--- src/rtl/pcpa_pkg.sv ---
// ----------------------------------------------------------------------------
// Per-CPU page allocator package
// Shared types, codes and default sizes for the per-CPU page free-list
// allocator.
// ----------------------------------------------------------------------------
package pcpa_pkg;

   localparam int NUM_CPUS_DEF   = 8;
   localparam int NUM_PAGES_DEF  = 32768;
   localparam int PAGE_SHIFT_DEF = 12;

   localparam int CSR_ADDR_W = 3;
   localparam int CSR_DATA_W = 32;

   localparam logic CSR_IDX_FIRST_FREE = 1'b0;
   localparam logic CSR_IDX_TOP        = 1'b1;

   localparam logic [CSR_DATA_W-1:0] FIRST_FREE_RESET = 32'h8000_0000;
   localparam logic [CSR_DATA_W-1:0] TOP_RESET        = 32'h8800_0000;

   localparam logic KIND_ALLOC = 1'b0;
   localparam logic KIND_FREE  = 1'b1;

   typedef enum logic [1:0] {
      RSP_ALLOC = 2'd0,
      RSP_FREED = 2'd1,
      RSP_EMPTY = 2'd2,
      RSP_BAD   = 2'd3
   } pcpa_rsp_type;

   typedef enum logic [2:0] {
      ST_IDLE,
      ST_DECODE,
      ST_PUSH,
      ST_POP_HEAD,
      ST_POP_LINK
   } pcpa_state_type;

   typedef struct packed {
      logic         load;
      logic         latch_sel;
      logic         head_rd;
      logic         head_wr;
      logic         head_wr_page;
      logic         link_wr;
      logic         link_from_head;
      logic         link_rd;
      logic         rsp_valid;
      pcpa_rsp_type rsp_code;
   } pcpa_cmd_type;

   typedef struct packed {
      logic is_free;
      logic addr_bad;
      logic own_nonempty;
      logic any_nonempty;
   } pcpa_stat_type;

endpackage

--- src/rtl/pcpa_ctrl.sv ---
// ----------------------------------------------------------------------------
// Allocator controller
// Sequences each request through address check, head access and link
// access, and issues the result strobe.
// ----------------------------------------------------------------------------
module pcpa_ctrl
   import pcpa_pkg::*;
(
   input  logic          clock,
   input  logic          reset,
   input  logic          start,
   input  pcpa_stat_type stat,
   output pcpa_cmd_type  cmd,
   output logic          busy
);

   pcpa_state_type state_ff;
   pcpa_state_type state_in;

   always_ff @(posedge clock) begin
      if (reset) begin
         state_ff <= ST_IDLE;
      end else begin
         state_ff <= state_in;
      end
   end

   always_comb begin
      state_in = state_ff;
      case (state_ff)
         ST_IDLE: begin
            if (start) begin
               state_in = ST_DECODE;
            end
         end
         ST_DECODE: begin
            if (stat.is_free) begin
               if (!stat.addr_bad && stat.own_nonempty) begin
                  state_in = ST_PUSH;
               end else begin
                  state_in = ST_IDLE;
               end
            end else if (stat.any_nonempty) begin
               state_in = ST_POP_HEAD;
            end else begin
               state_in = ST_IDLE;
            end
         end
         ST_PUSH:     state_in = ST_IDLE;
         ST_POP_HEAD: state_in = ST_POP_LINK;
         ST_POP_LINK: state_in = ST_IDLE;
         default:     state_in = ST_IDLE;
      endcase
   end

   always_comb begin
      cmd = '0;
      cmd.rsp_code = RSP_ALLOC;
      case (state_ff)
         ST_IDLE: begin
            cmd.load = start;
         end
         ST_DECODE: begin
            cmd.latch_sel = 1'b1;
            if (stat.is_free) begin
               if (stat.addr_bad) begin
                  cmd.rsp_valid = 1'b1;
                  cmd.rsp_code  = RSP_BAD;
               end else if (stat.own_nonempty) begin
                  cmd.head_rd = 1'b1;
               end else begin
                  cmd.link_wr      = 1'b1;
                  cmd.head_wr      = 1'b1;
                  cmd.head_wr_page = 1'b1;
                  cmd.rsp_valid    = 1'b1;
                  cmd.rsp_code     = RSP_FREED;
               end
            end else if (stat.any_nonempty) begin
               cmd.head_rd = 1'b1;
            end else begin
               cmd.rsp_valid = 1'b1;
               cmd.rsp_code  = RSP_EMPTY;
            end
         end
         ST_PUSH: begin
            cmd.link_wr        = 1'b1;
            cmd.link_from_head = 1'b1;
            cmd.head_wr        = 1'b1;
            cmd.head_wr_page   = 1'b1;
            cmd.rsp_valid      = 1'b1;
            cmd.rsp_code       = RSP_FREED;
         end
         ST_POP_HEAD: begin
            cmd.link_rd = 1'b1;
         end
         ST_POP_LINK: begin
            cmd.head_wr   = 1'b1;
            cmd.rsp_valid = 1'b1;
            cmd.rsp_code  = RSP_ALLOC;
         end
         default: begin
            cmd = '0;
         end
      endcase
   end

   assign busy = (state_ff != ST_IDLE);

endmodule

--- config.mk ---
export PLATFORM = sky130hd
export DESIGN_NAME = pcpa_ctrl
export DESIGN_NICKNAME = d
export VERILOG_FILES = /design/src/rtl/pcpa_pkg.sv /design/src/rtl/pcpa_ctrl.sv
export SDC_FILE = /design/constraint.sdc
export NUM_CORES = 1
export LEC_CHECK = 0
export BUFFER_PORTS_ARGS = -buffer_cell sky130_fd_sc_hd__buf_2
export CAP_MARGIN = 20
export CORE_AREA = 2 2 39 41
export DETAILED_ROUTE_END_ITERATION = 12
export DIE_AREA = 0 0 41 43
export SLEW_MARGIN = 20
export SYNTH_ARGS = -nofsm -noshare
export SYNTH_HDL_FRONTEND = slang
export SYNTH_SLANG_ARGS = --single-unit
--- constraint.sdc ---
create_clock -name clock -period 1.8 [get_ports clock]
set_input_delay 0.27 -clock clock [delete_from_list [all_inputs] [get_ports clock]]
set_output_delay 0.27 -clock clock [all_outputs]
set_load 0.02 [all_outputs]
==> results of run 1 <==
## cell families (layout without fill, tap and decap cells)
kind of cell	count (synthesis)	after routing	share of synthesized area, %
flops	3	3	27.1
buf+inv	4	25	8.48
compound gates	5	5	13.6
simple gates	18	18	46.9
xor+xnor	1	1	3.96
## worst max-delay path, cell delays in order, from the launching register on
cell and delay, ps:
dfxtp_1 350, nor2_1 140, nand2_2 100, inv_2 90, nand3_1 90, nand2_1 90
buf_2 160
## Yosys cell counts
cell type	number
nand3_1	1
a21bo_1	1
nor4b_2	1
inv_1	2
nor2_1	4
o21ai_0	2
nor2b_1	3
a21oi_1	2
nand2_1	3
and3b_2	1
or3_1	1
xor2_1	1
dfxtp_1	3
nand2_2	1
inv_2	1
buf_4	1
nand2b_1	1
nor3_1	2
## routing by layer
metal	GRT usage (%)	share of wire, %
met5	0	0
met4	6.00	0
met3	4.71	9.3
met2	11.6	56
met1	7.69	34
## path summary, 6_finish.rpt
kind | cells after the start | from | to | slack, ps
setup / recovery | 6 | state_ff[1]$_SDFFE_PP0P_ | cmd[5] | 270
hold / removal | 2 | reset | state_ff[0]$_SDFFE_PP0P_ | 230
setup reg to reg | 5 | state_ff[1]$_SDFFE_PP0P_ | state_ff[0]$_SDFFE_PP0P_ | 850
hold reg to reg | 2 | state_ff[0]$_SDFFE_PP0P_ | state_ff[1]$_SDFFE_PP0P_ | 580
## through the flow
stage | setup slack, ps | total power, W
2_1_floorplan | 368 | 0.000115
3_3_place_gp | 486 | 0.000138
3_5_place_dp | 462 | 0.000138
4_1_cts | 248 | 0.000261
5_1_grt | 101 | 0.000274
6_report | 274 | 0.000253
## power by group through the flow
stage,Sequential (W),Clock (W),Combinational (W)
after floorplan,0.0000729,0,0.0000419
after global placement,0.0000735,0,0.0000640
after detailed placement,0.0000736,0,0.0000641
after CTS,0.0000726,0.000124,0.0000643
after global routing,0.0000731,0.000132,0.0000696
final,0.0000725,0.000117,0.0000633
## layout make-up
cell class | count | area [um2] | share of cell area, %
multi-input combinational | 24 | 143 | 40.7
timing repair buffer | 18 | 90.1 | 25.7
sequential | 3 | 60.1 | 17.1
clock buffer | 4 | 26.3 | 7.50
tap | 16 | 20.0 | 5.71
inverter | 3 | 11.3 | 3.21
==> results.sh, run 1 <==
export IMPL_outcome="finished clean"
export IMPL_wl_per_cell_um=8.06
export IMPL_regMostFlops="state_ff"
export IMPL_synth_cells=31
export IMPL_dr_pass1_iters=3
export IMPL_cts_sinks=3
export IMPL_worstSkewPairLatency_ps=230
export IMPL_synth_top_area_share_pct=27.1
export IMPL_cts_hold_buf=0
export IMPL_post_cts_buffers=0
export IMPL_cts_max_path_buffers=2
export IMPL_core_area_mm2=0.00138
export IMPL_rsz0062_at_grt="false"
export IMPL_internal_power_w=0.000177
export IMPL_cts_tree="built"
export IMPL_cts_resized=0
export IMPL_nets=60
export IMPL_dieArea_mm2=0.00176
export IMPL_seqPwrFrac_pct=28.7
export IMPL_num_antenna_cells=0
export IMPL_grt_max_degree=7
export IMPL_final_cell_mix="18 x buf_2, 4 x nor2_1"
export IMPL_die_y_um=43
export IMPL_synth_cell_types=18
export IMPL_wirelength_um=548
export IMPL_post_place_cells=64
export IMPL_boundaryPins=19
export IMPL_grt_first_pass_wirelength_um=890
export IMPL_maxSlewViolCount=0
export IMPL_grt_overflow=0
export IMPL_peakVddDrop_mv=0.217
export IMPL_min_period_ps=1530
export IMPL_cp_arrival_ps=1260
export IMPL_timing_worst_setup_path_type="register to primary output"
export IMPL_fillers=165
export IMPL_dpl_cell_area_um2=324
export IMPL_powerDensity_mw_per_mm2=722
export IMPL_fp_dieW_um=41
export IMPL_slew_headroom_pct=81.7
export IMPL_end_kind="primary output"
export IMPL_synth_seq_cells=3
export IMPL_syn2layout_area_growth_pct=58.2
export IMPL_cts_made_buffers=3
export IMPL_final_common_cell="buf_2"
export IMPL_fmaxAchievable_mhz=655
export IMPL_largest_reg_flops=3
export IMPL_tightestPinTransition_ps=273
export IMPL_cap_violations=0
export IMPL_crit_path_start_kind="register"
export IMPL_total_leakage_power_nw=0.222
export IMPL_final_setup_viol_count=0
export IMPL_period_share_pct=84.8
export IMPL_root_buffer="clkbuf_4"
export IMPL_via_per_inst=3.96
export IMPL_drive_above_1_share_pct=48.1
export IMPL_first_iter_violations=2
export IMPL_synth_area_leaders="dfxtp_1 27%, nor2b_1 8.5%, nor2_1 6.8%"
export IMPL_power_frac_clock_pct=46.3
export IMPL_clkTransAtPathRegs_ps=40
export IMPL_htreeDepth=1
export IMPL_power_switching_w=0.0000762
export IMPL_seq_area_frac_synth_pct=27.1
export IMPL_finalHoldViolCount=0
export IMPL_avgSynthCellArea_um2=7.14
export IMPL_row_count=14
export IMPL_syn_nets=38
export IMPL_stdcell_count=68
export IMPL_drc=0
export IMPL_grt_pass1_vias=237
export IMPL_p_comb_share_pct=25.0
export IMPL_place_congestion=0.657
export IMPL_syn_cell_area_um2=221
export IMPL_crit_path_max_fanout=6
export IMPL_fin_skew_ps=1.21
export IMPL_crit_required_ps=1530
export IMPL_setup_tns_ps=0
export IMPL_num_vias=269
export IMPL_ant_nets=0
export IMPL_ys_warn_count=0
export IMPL_grt_use_total_pct=7.92
export IMPL_postLayoutCoreUtil_pct=25.3
export IMPL_synth_top_cell_by_area="dfxtp_1"
export IMPL_initial_core_util_pct=16.0
export IMPL_hold_ws_ps=230
export IMPL_reg_largest_list="state_ff: 3 flops"
export IMPL_min_path_type="primary input to register"
export IMPL_switching_share_pct=30.1
export IMPL_fin_area_um2=350
export IMPL_antenna_found_initial=0
export IMPL_io_buffers=18
Power figures use the tool's default switching activity.
==> run 2, diff against run 1 <==
- clock period: 1.8 -> 1.25 ns (I/O delays scaled with it)
==> run 2 against run 1 <==
  * The run now ends with negative setup slack left
  * Largest power group unchanged
  * Power up 65%
  * Core utilization up 12 points
  * Cell count up 7.4%
==> results.sh, run 2 (same netlist as run 1, synthesis figures left out) <==
export IMPL_crit_buf_inv=2
export IMPL_outcome="complete, but fails checks"
export IMPL_initial_core_util_pct=16.0
export IMPL_p_comb_share_pct=34.3
export IMPL_crit_slowest_cell="dfxtp_4"
export IMPL_grt_first_pass_wirelength_mm=1.11
export IMPL_switching_share_pct=30.8
export IMPL_largest_reg_flops=3
export IMPL_power_switching_w=0.000128
export IMPL_post_place_ws_ps=0.678
export IMPL_ant_nets=0
export IMPL_total_leakage_power_nw=0.273
export IMPL_final_common_cell="buf_6"
export IMPL_fmaxAchievable_mhz=732
export IMPL_regMostFlops="state_ff"
export IMPL_fin_area_um2=515
export IMPL_antenna_found_initial=0
export IMPL_wl_per_cell_um=9.59
export IMPL_peakVddDrop_mv=0.301
export IMPL_timing_rr_end="state_ff[0]$_SDFFE_PP0P_"
export IMPL_power_frac_clock_pct=40.6
export IMPL_cts_sinks=3
export IMPL_cts_made_buffers=3
export IMPL_cts_hold_buf=0
export IMPL_cts_max_path_buffers=2
export IMPL_dr_pass1_iters=1
export IMPL_end_kind="primary output"
export IMPL_slew_headroom_pct=75.5
export IMPL_finalHoldViolCount=0
export IMPL_wirelength_um=700
export IMPL_final_setup_viol_count=8
export IMPL_period_share_pct=109
export IMPL_holdPathStages=2
export IMPL_final_cell_mix="10 x buf_6, 8 x buf_2, 5 x buf_4"
export IMPL_grt_busiest_layer="met2"
export IMPL_num_antenna_cells=0
export IMPL_grt_util_met1_pct=10.3
export IMPL_root_buffer="clkbuf_4"
export IMPL_core_area_mm2=0.00138
export IMPL_timing_worst_setup_path_type="register to primary output"
export IMPL_drc=0
export IMPL_r2r_cells=5
export IMPL_grt_pass1_vias=310
export IMPL_crit_path_start_kind="register"
export IMPL_fin_skew_ps=1.99
export IMPL_rrSetupSlack_ps=160
export IMPL_use_met2_pct=14.4
export IMPL_drive_above_1_share_pct=71.9
export IMPL_worstHoldEndpoint="state_ff[2]$_SDFFE_PP0P_"
export IMPL_powerDensity_mw_per_mm2=808
export IMPL_cpPeakStageDelay_ps=350
export IMPL_via_per_inst=4.19
export IMPL_row_count=14
export IMPL_dieArea_mm2=0.00176
export IMPL_grt_max_degree=7
export IMPL_dpl_cell_area_um2=342
export IMPL_htreeDepth=1
export IMPL_io_buffers=18
export IMPL_nets=65
export IMPL_min_path_type="primary input to register"
export IMPL_use_met3_pct=1.57
export IMPL_clkTransAtPathRegs_ps=40
export IMPL_path_cells="buf_6 > or3_1 > buf_2"
export IMPL_cts_tree="built"
export IMPL_violations="negative setup slack"
export IMPL_reg_largest_list="state_ff: 3 flops"
export IMPL_grt_use_total_pct=9.63
export IMPL_tightestPinTransition_ps=368
export IMPL_num_vias=306
export IMPL_rsz0062_at_grt="true"
export IMPL_cp_top_family="flip-flops"
export IMPL_seqPwrFrac_pct=25.1
export IMPL_cp_arrival_ps=1180
export IMPL_cap_violations=0
export IMPL_syn2layout_area_growth_pct=133
export IMPL_boundaryPins=19
export IMPL_fin_ws_ps=-116
export IMPL_place_congestion=0.639
export IMPL_die_y_um=43
export IMPL_first_iter_violations=0
export IMPL_crit_path_max_fanout=4
export IMPL_crit_required_ps=1060
export IMPL_hp_start="reset"
export IMPL_fp_dieW_um=41
export IMPL_reg2reg_from="state_ff[2]$_SDFFE_PP0P_"
export IMPL_maxSlewViolCount=0
export IMPL_internal_power_w=0.000288
export IMPL_dpl_hpwl_um=503
export IMPL_min_period_ps=1370
export IMPL_grt_overflow=0
export IMPL_worstSkewPairLatency_ps=230
[run 2: cell types whose count changed in the layout (fill, tap and decap cells not counted), moves of 2 or more]
| cell | before | now |
|---|---|---|
| nor2_1 | 4 | 1 |
| buf_6 | 0 | 10 |
| buf_4 | 0 | 5 |
| dfxtp_1 | 3 | 0 |
| dfxtp_4 | 0 | 3 |
| nand2_1 | 3 | 1 |
| buf_2 | 18 | 8 |
| nor2_4 | 0 | 3 |
[run 2: what timing repair did]
action,in CTS,in global routing
buffers inserted,3,1
pin swaps,7,1
hold endpoints to repair,0,0
setup endpoints to repair,11,11
gates resized for setup,33,5
[run 2: cell type report]
cell class | instances | area [um2]
clock buffer | 4 | 26.3
fill | 147 | 868
inverter | 3 | 13.8
multi-input combinational | 24 | 194
sequential | 3 | 71.3
tap | 16 | 20.0
timing repair buffer | 23 | 190
[run 2: worst max-delay path by stage]
stage	from	endpoint	slack, ps	depth (start not counted)
after floorplan	state_ff[1]$_SDFFE_PP0P_	cmd[0]	-30	3
after global placement	state_ff[1]$_SDFFE_PP0P_	cmd[5]	10	6
after detailed placement	state_ff[1]$_SDFFE_PP0P_	cmd[5]	0.7	6
after CTS	state_ff[2]$_SDFFE_PP0P_	busy	-110	3
after global routing	state_ff[1]$_SDFFE_PP0P_	cmd[2]	-170	4
final	state_ff[2]$_SDFFE_PP0P_	busy	-120	3
[run 2: routing by layer]
metal	up-vias	part of all wire, %
met3	2	4.6
met2	11	55
li1	154	-
met1	139	38
met4	0	2.0
met5	-	0
[run 2: worst register-to-register path, cell delays in order (launching register included)]
cell     delay, ps
dfxtp_4        350
buf_6          130
nor4b_4        270
buf_4          140
a21oi_1         30
nor2_1          90
[run 2: power by group through the flow]
stage | Sequential (W) | Combinational (W) | Clock, W
2_1_floorplan | 0.000105 | 0.0000637 | 0
3_3_place_gp | 0.000106 | 0.0000961 | 0
3_5_place_dp | 0.000106 | 0.0000964 | 0
4_1_cts | 0.000104 | 0.000137 | 0.000178
5_1_grt | 0.000105 | 0.000154 | 0.000181
6_report | 0.000105 | 0.000143 | 0.000169
[run 2: stage by stage]
| step | hold WS (ps) | utilization [%] | instances | power, W | setup TNS (ps) |
|---|---|---|---|---|---|
| finish | 127 | 37.3 | 73 | 0.000417 | -678 |
| global route | 144 | 37.3 | 73 | 0.000440 | -1220 |
| CTS | 119 | 35.8 | 72 | 0.000420 | -766 |
| detailed placement | 378 | 24.7 | 65 | 0.000203 | 0 |
| global placement | 385 | 24.7 | 65 | 0.000202 | 0 |
| floorplan | 259 | - | 31 | 0.000169 | -54.1 |
==> run 3, diff against run 2 <==
- CAP_MARGIN: 20 -> 40
- TNS_END_PERCENT: unset -> 20
==> run 3 against run 2 <==
  * The flow still finishes with violations (negative setup slack)
  * Clock skew is 1.3 ps lower
  * Core utilization is 2.1 points lower
  * Global-route usage stayed put
  * Combinational power is 5% lower
  * Clock power hardly changed
  * Die area stayed put
  * Sequential power hardly changed
  * Non-clock buffer count is 1 lower
  * Power is 0.98% lower
  * Worst setup slack worse by 5.0 ps
  * Via count is 0.65% lower
  * Critical path type unchanged
  * Critical endpoint unchanged
==> results.sh, run 3 (same netlist as run 1, synthesis figures left out) <==
export IMPL_crit_required_ps=1060
export IMPL_first_iter_violations=0
export IMPL_outcome="complete, but fails checks"
export IMPL_seqPwrFrac_pct=25.9
export IMPL_fmaxAchievable_mhz=730
export IMPL_cts_max_path_buffers=2
export IMPL_power_frac_clock_pct=41.2
export IMPL_seqCellArea_um2=66.3
export IMPL_period_share_pct=110
export IMPL_grt_max_degree=7
export IMPL_slew_headroom_pct=75.3
export IMPL_switching_share_pct=30.8
export IMPL_fillers=148
export IMPL_cts_made_buffers=3
export IMPL_num_vias=304
export IMPL_rsz0062_at_grt="true"
export IMPL_timing_worst_setup_path_type="register to primary output"
export IMPL_cp_startpoint="state_ff[2]$_SDFFE_PP0P_"
export IMPL_antenna_found_initial=0
export IMPL_fin_skew_ps=0.663
export IMPL_fin_area_um2=487
export IMPL_cts_hold_buf=0
export IMPL_fin_ws_ps=-121
export IMPL_r2r_cells=6
export IMPL_grt_first_pass_wirelength_mm=1.11
export IMPL_total_power_w=0.000412
export IMPL_end_kind="primary output"
export IMPL_nets=64
export IMPL_regMostFlops="state_ff"
export IMPL_core_area_mm2=0.00138
export IMPL_dpl_cell_area_um2=342
export IMPL_crit_path_start_kind="register"
export IMPL_dieArea_mm2=0.00176
export IMPL_via_per_inst=4.22
export IMPL_tightestPinTransition_ps=370
export IMPL_finalHoldViolCount=0
export IMPL_final_setup_viol_count=10
export IMPL_place_congestion=0.639
export IMPL_peakVddDrop_mv=0.306
export IMPL_root_buffer="clkbuf_4"
export IMPL_cap_violations=0
export IMPL_drive_above_1_share_pct=69.6
export IMPL_htreeDepth=1
export IMPL_num_antenna_cells=0
export IMPL_drc=0
export IMPL_wl_per_cell_um=9.63
export IMPL_dpl_hpwl_um=503
export IMPL_ant_nets=0
export IMPL_wirelength_um=693
export IMPL_p_comb_share_pct=32.9
export IMPL_largest_reg_flops=3
export IMPL_total_leakage_power_nw=0.266
export IMPL_min_period_ps=1370
export IMPL_clkTransAtPathRegs_ps=40
export IMPL_multi_input_area_um2=189
export IMPL_die_y_um=43
export IMPL_final_cell_mix="8 x buf_2, 7 x buf_4, 7 x buf_6"
export IMPL_post_place_ws_ps=0.678
export IMPL_grt_use_total_pct=9.63
export IMPL_post_place_cells=65
export IMPL_cts_tree="built"
export IMPL_initial_core_util_pct=16.0
export IMPL_fp_dieW_um=41
export IMPL_reg_largest_list="state_ff: 3 flops"
export IMPL_powerDensity_mw_per_mm2=847
export IMPL_crit_path_max_fanout=4
export IMPL_rrSetupSlack_ps=250
export IMPL_power_switching_w=0.000127
export IMPL_setup_worst_path_end="busy"
export IMPL_maxSlewViolCount=0
export IMPL_grt_overflow=0
export IMPL_dr_pass1_iters=1
export IMPL_row_count=14
export IMPL_timing_rr_end="state_ff[0]$_SDFFE_PP0P_"
export IMPL_min_path_type="primary input to register"
export IMPL_cp_arrival_ps=1180
export IMPL_stdcell_count=72
export IMPL_setup_tns_ps=-680
export IMPL_io_buffers=18
export IMPL_internal_power_w=0.000285
export IMPL_boundaryPins=19
export IMPL_syn2layout_area_growth_pct=120
export IMPL_worstSkewPairLatency_ps=230
export IMPL_grt_pass1_vias=310
export IMPL_final_common_cell="buf_2"
export IMPL_reg2reg_from="state_ff[1]$_SDFFE_PP0P_"
export IMPL_cts_sinks=3
export IMPL_violations="negative setup slack"
## run 3: per-layer routing
| metal | vias to the layer above | wire (um) | share of wire (%) | global-route usage, % |
|---|---|---|---|---|
| li1 | 152 | - | - | - |
| met1 | 139 | 267 | 39 | 10.3 |
| met2 | 11 | 382 | 55 | 14.4 |
| met3 | 2 | 28 | 4.0 | 1.57 |
| met4 | 0 | 14 | 2.0 | 10.0 |
| met5 | - | 0 | 0 | 0 |
## run 3: layout make-up
type                            instances  area share (%)
Multi-Input combinational cell         24            38.8
Tap cell                               16            4.11
Timing Repair Buffer                   22            35.2
Sequential cell                         3            13.6
Clock buffer                            4            5.40
Inverter                                3            2.83
## run 3: worst min path at each step
stage	from	to	slack (ps)	depth (start not counted)
2_1_floorplan	reset	state_ff[2]$_SDFFE_PP0P_	260	1
3_3_place_gp	reset	state_ff[2]$_SDFFE_PP0P_	380	2
3_5_place_dp	reset	state_ff[2]$_SDFFE_PP0P_	380	2
4_1_cts	reset	state_ff[2]$_SDFFE_PP0P_	120	2
5_1_grt	reset	state_ff[0]$_SDFFE_PP0P_	150	2
6_report	reset	state_ff[2]$_SDFFE_PP0P_	130	2
## run 3: timing repair
item                                    CTS  global route
gates resized for setup                  29             2
buffers inserted                          3             0
gates cloned                              0             0
endpoints found under the setup margin   11            11
pin swaps                                 7             0
## run 3: power groups by stage
stage | Clock, W | Sequential, W | Combinational [W]
detailed placement | 0 | 0.000106 | 0.0000964
global route | 0.000180 | 0.000107 | 0.000146
finish | 0.000170 | 0.000107 | 0.000136
CTS | 0.000178 | 0.000106 | 0.000135
global placement | 0 | 0.000106 | 0.0000961
floorplan | 0 | 0.000105 | 0.0000637
## run 3: worst max-delay path, stage by stage (launching register included)
cell,delay (ps)
dfxtp_2,340
buf_4,150
or3_1,300
buf_2,160
## run 3: metrics by stage
stage,hold WS [ps],utilization [%]
2_1_floorplan,259,-
3_3_place_gp,385,24.7
3_5_place_dp,378,24.7
4_1_cts,121,34.8
5_1_grt,145,35.2
6_report,128,35.2
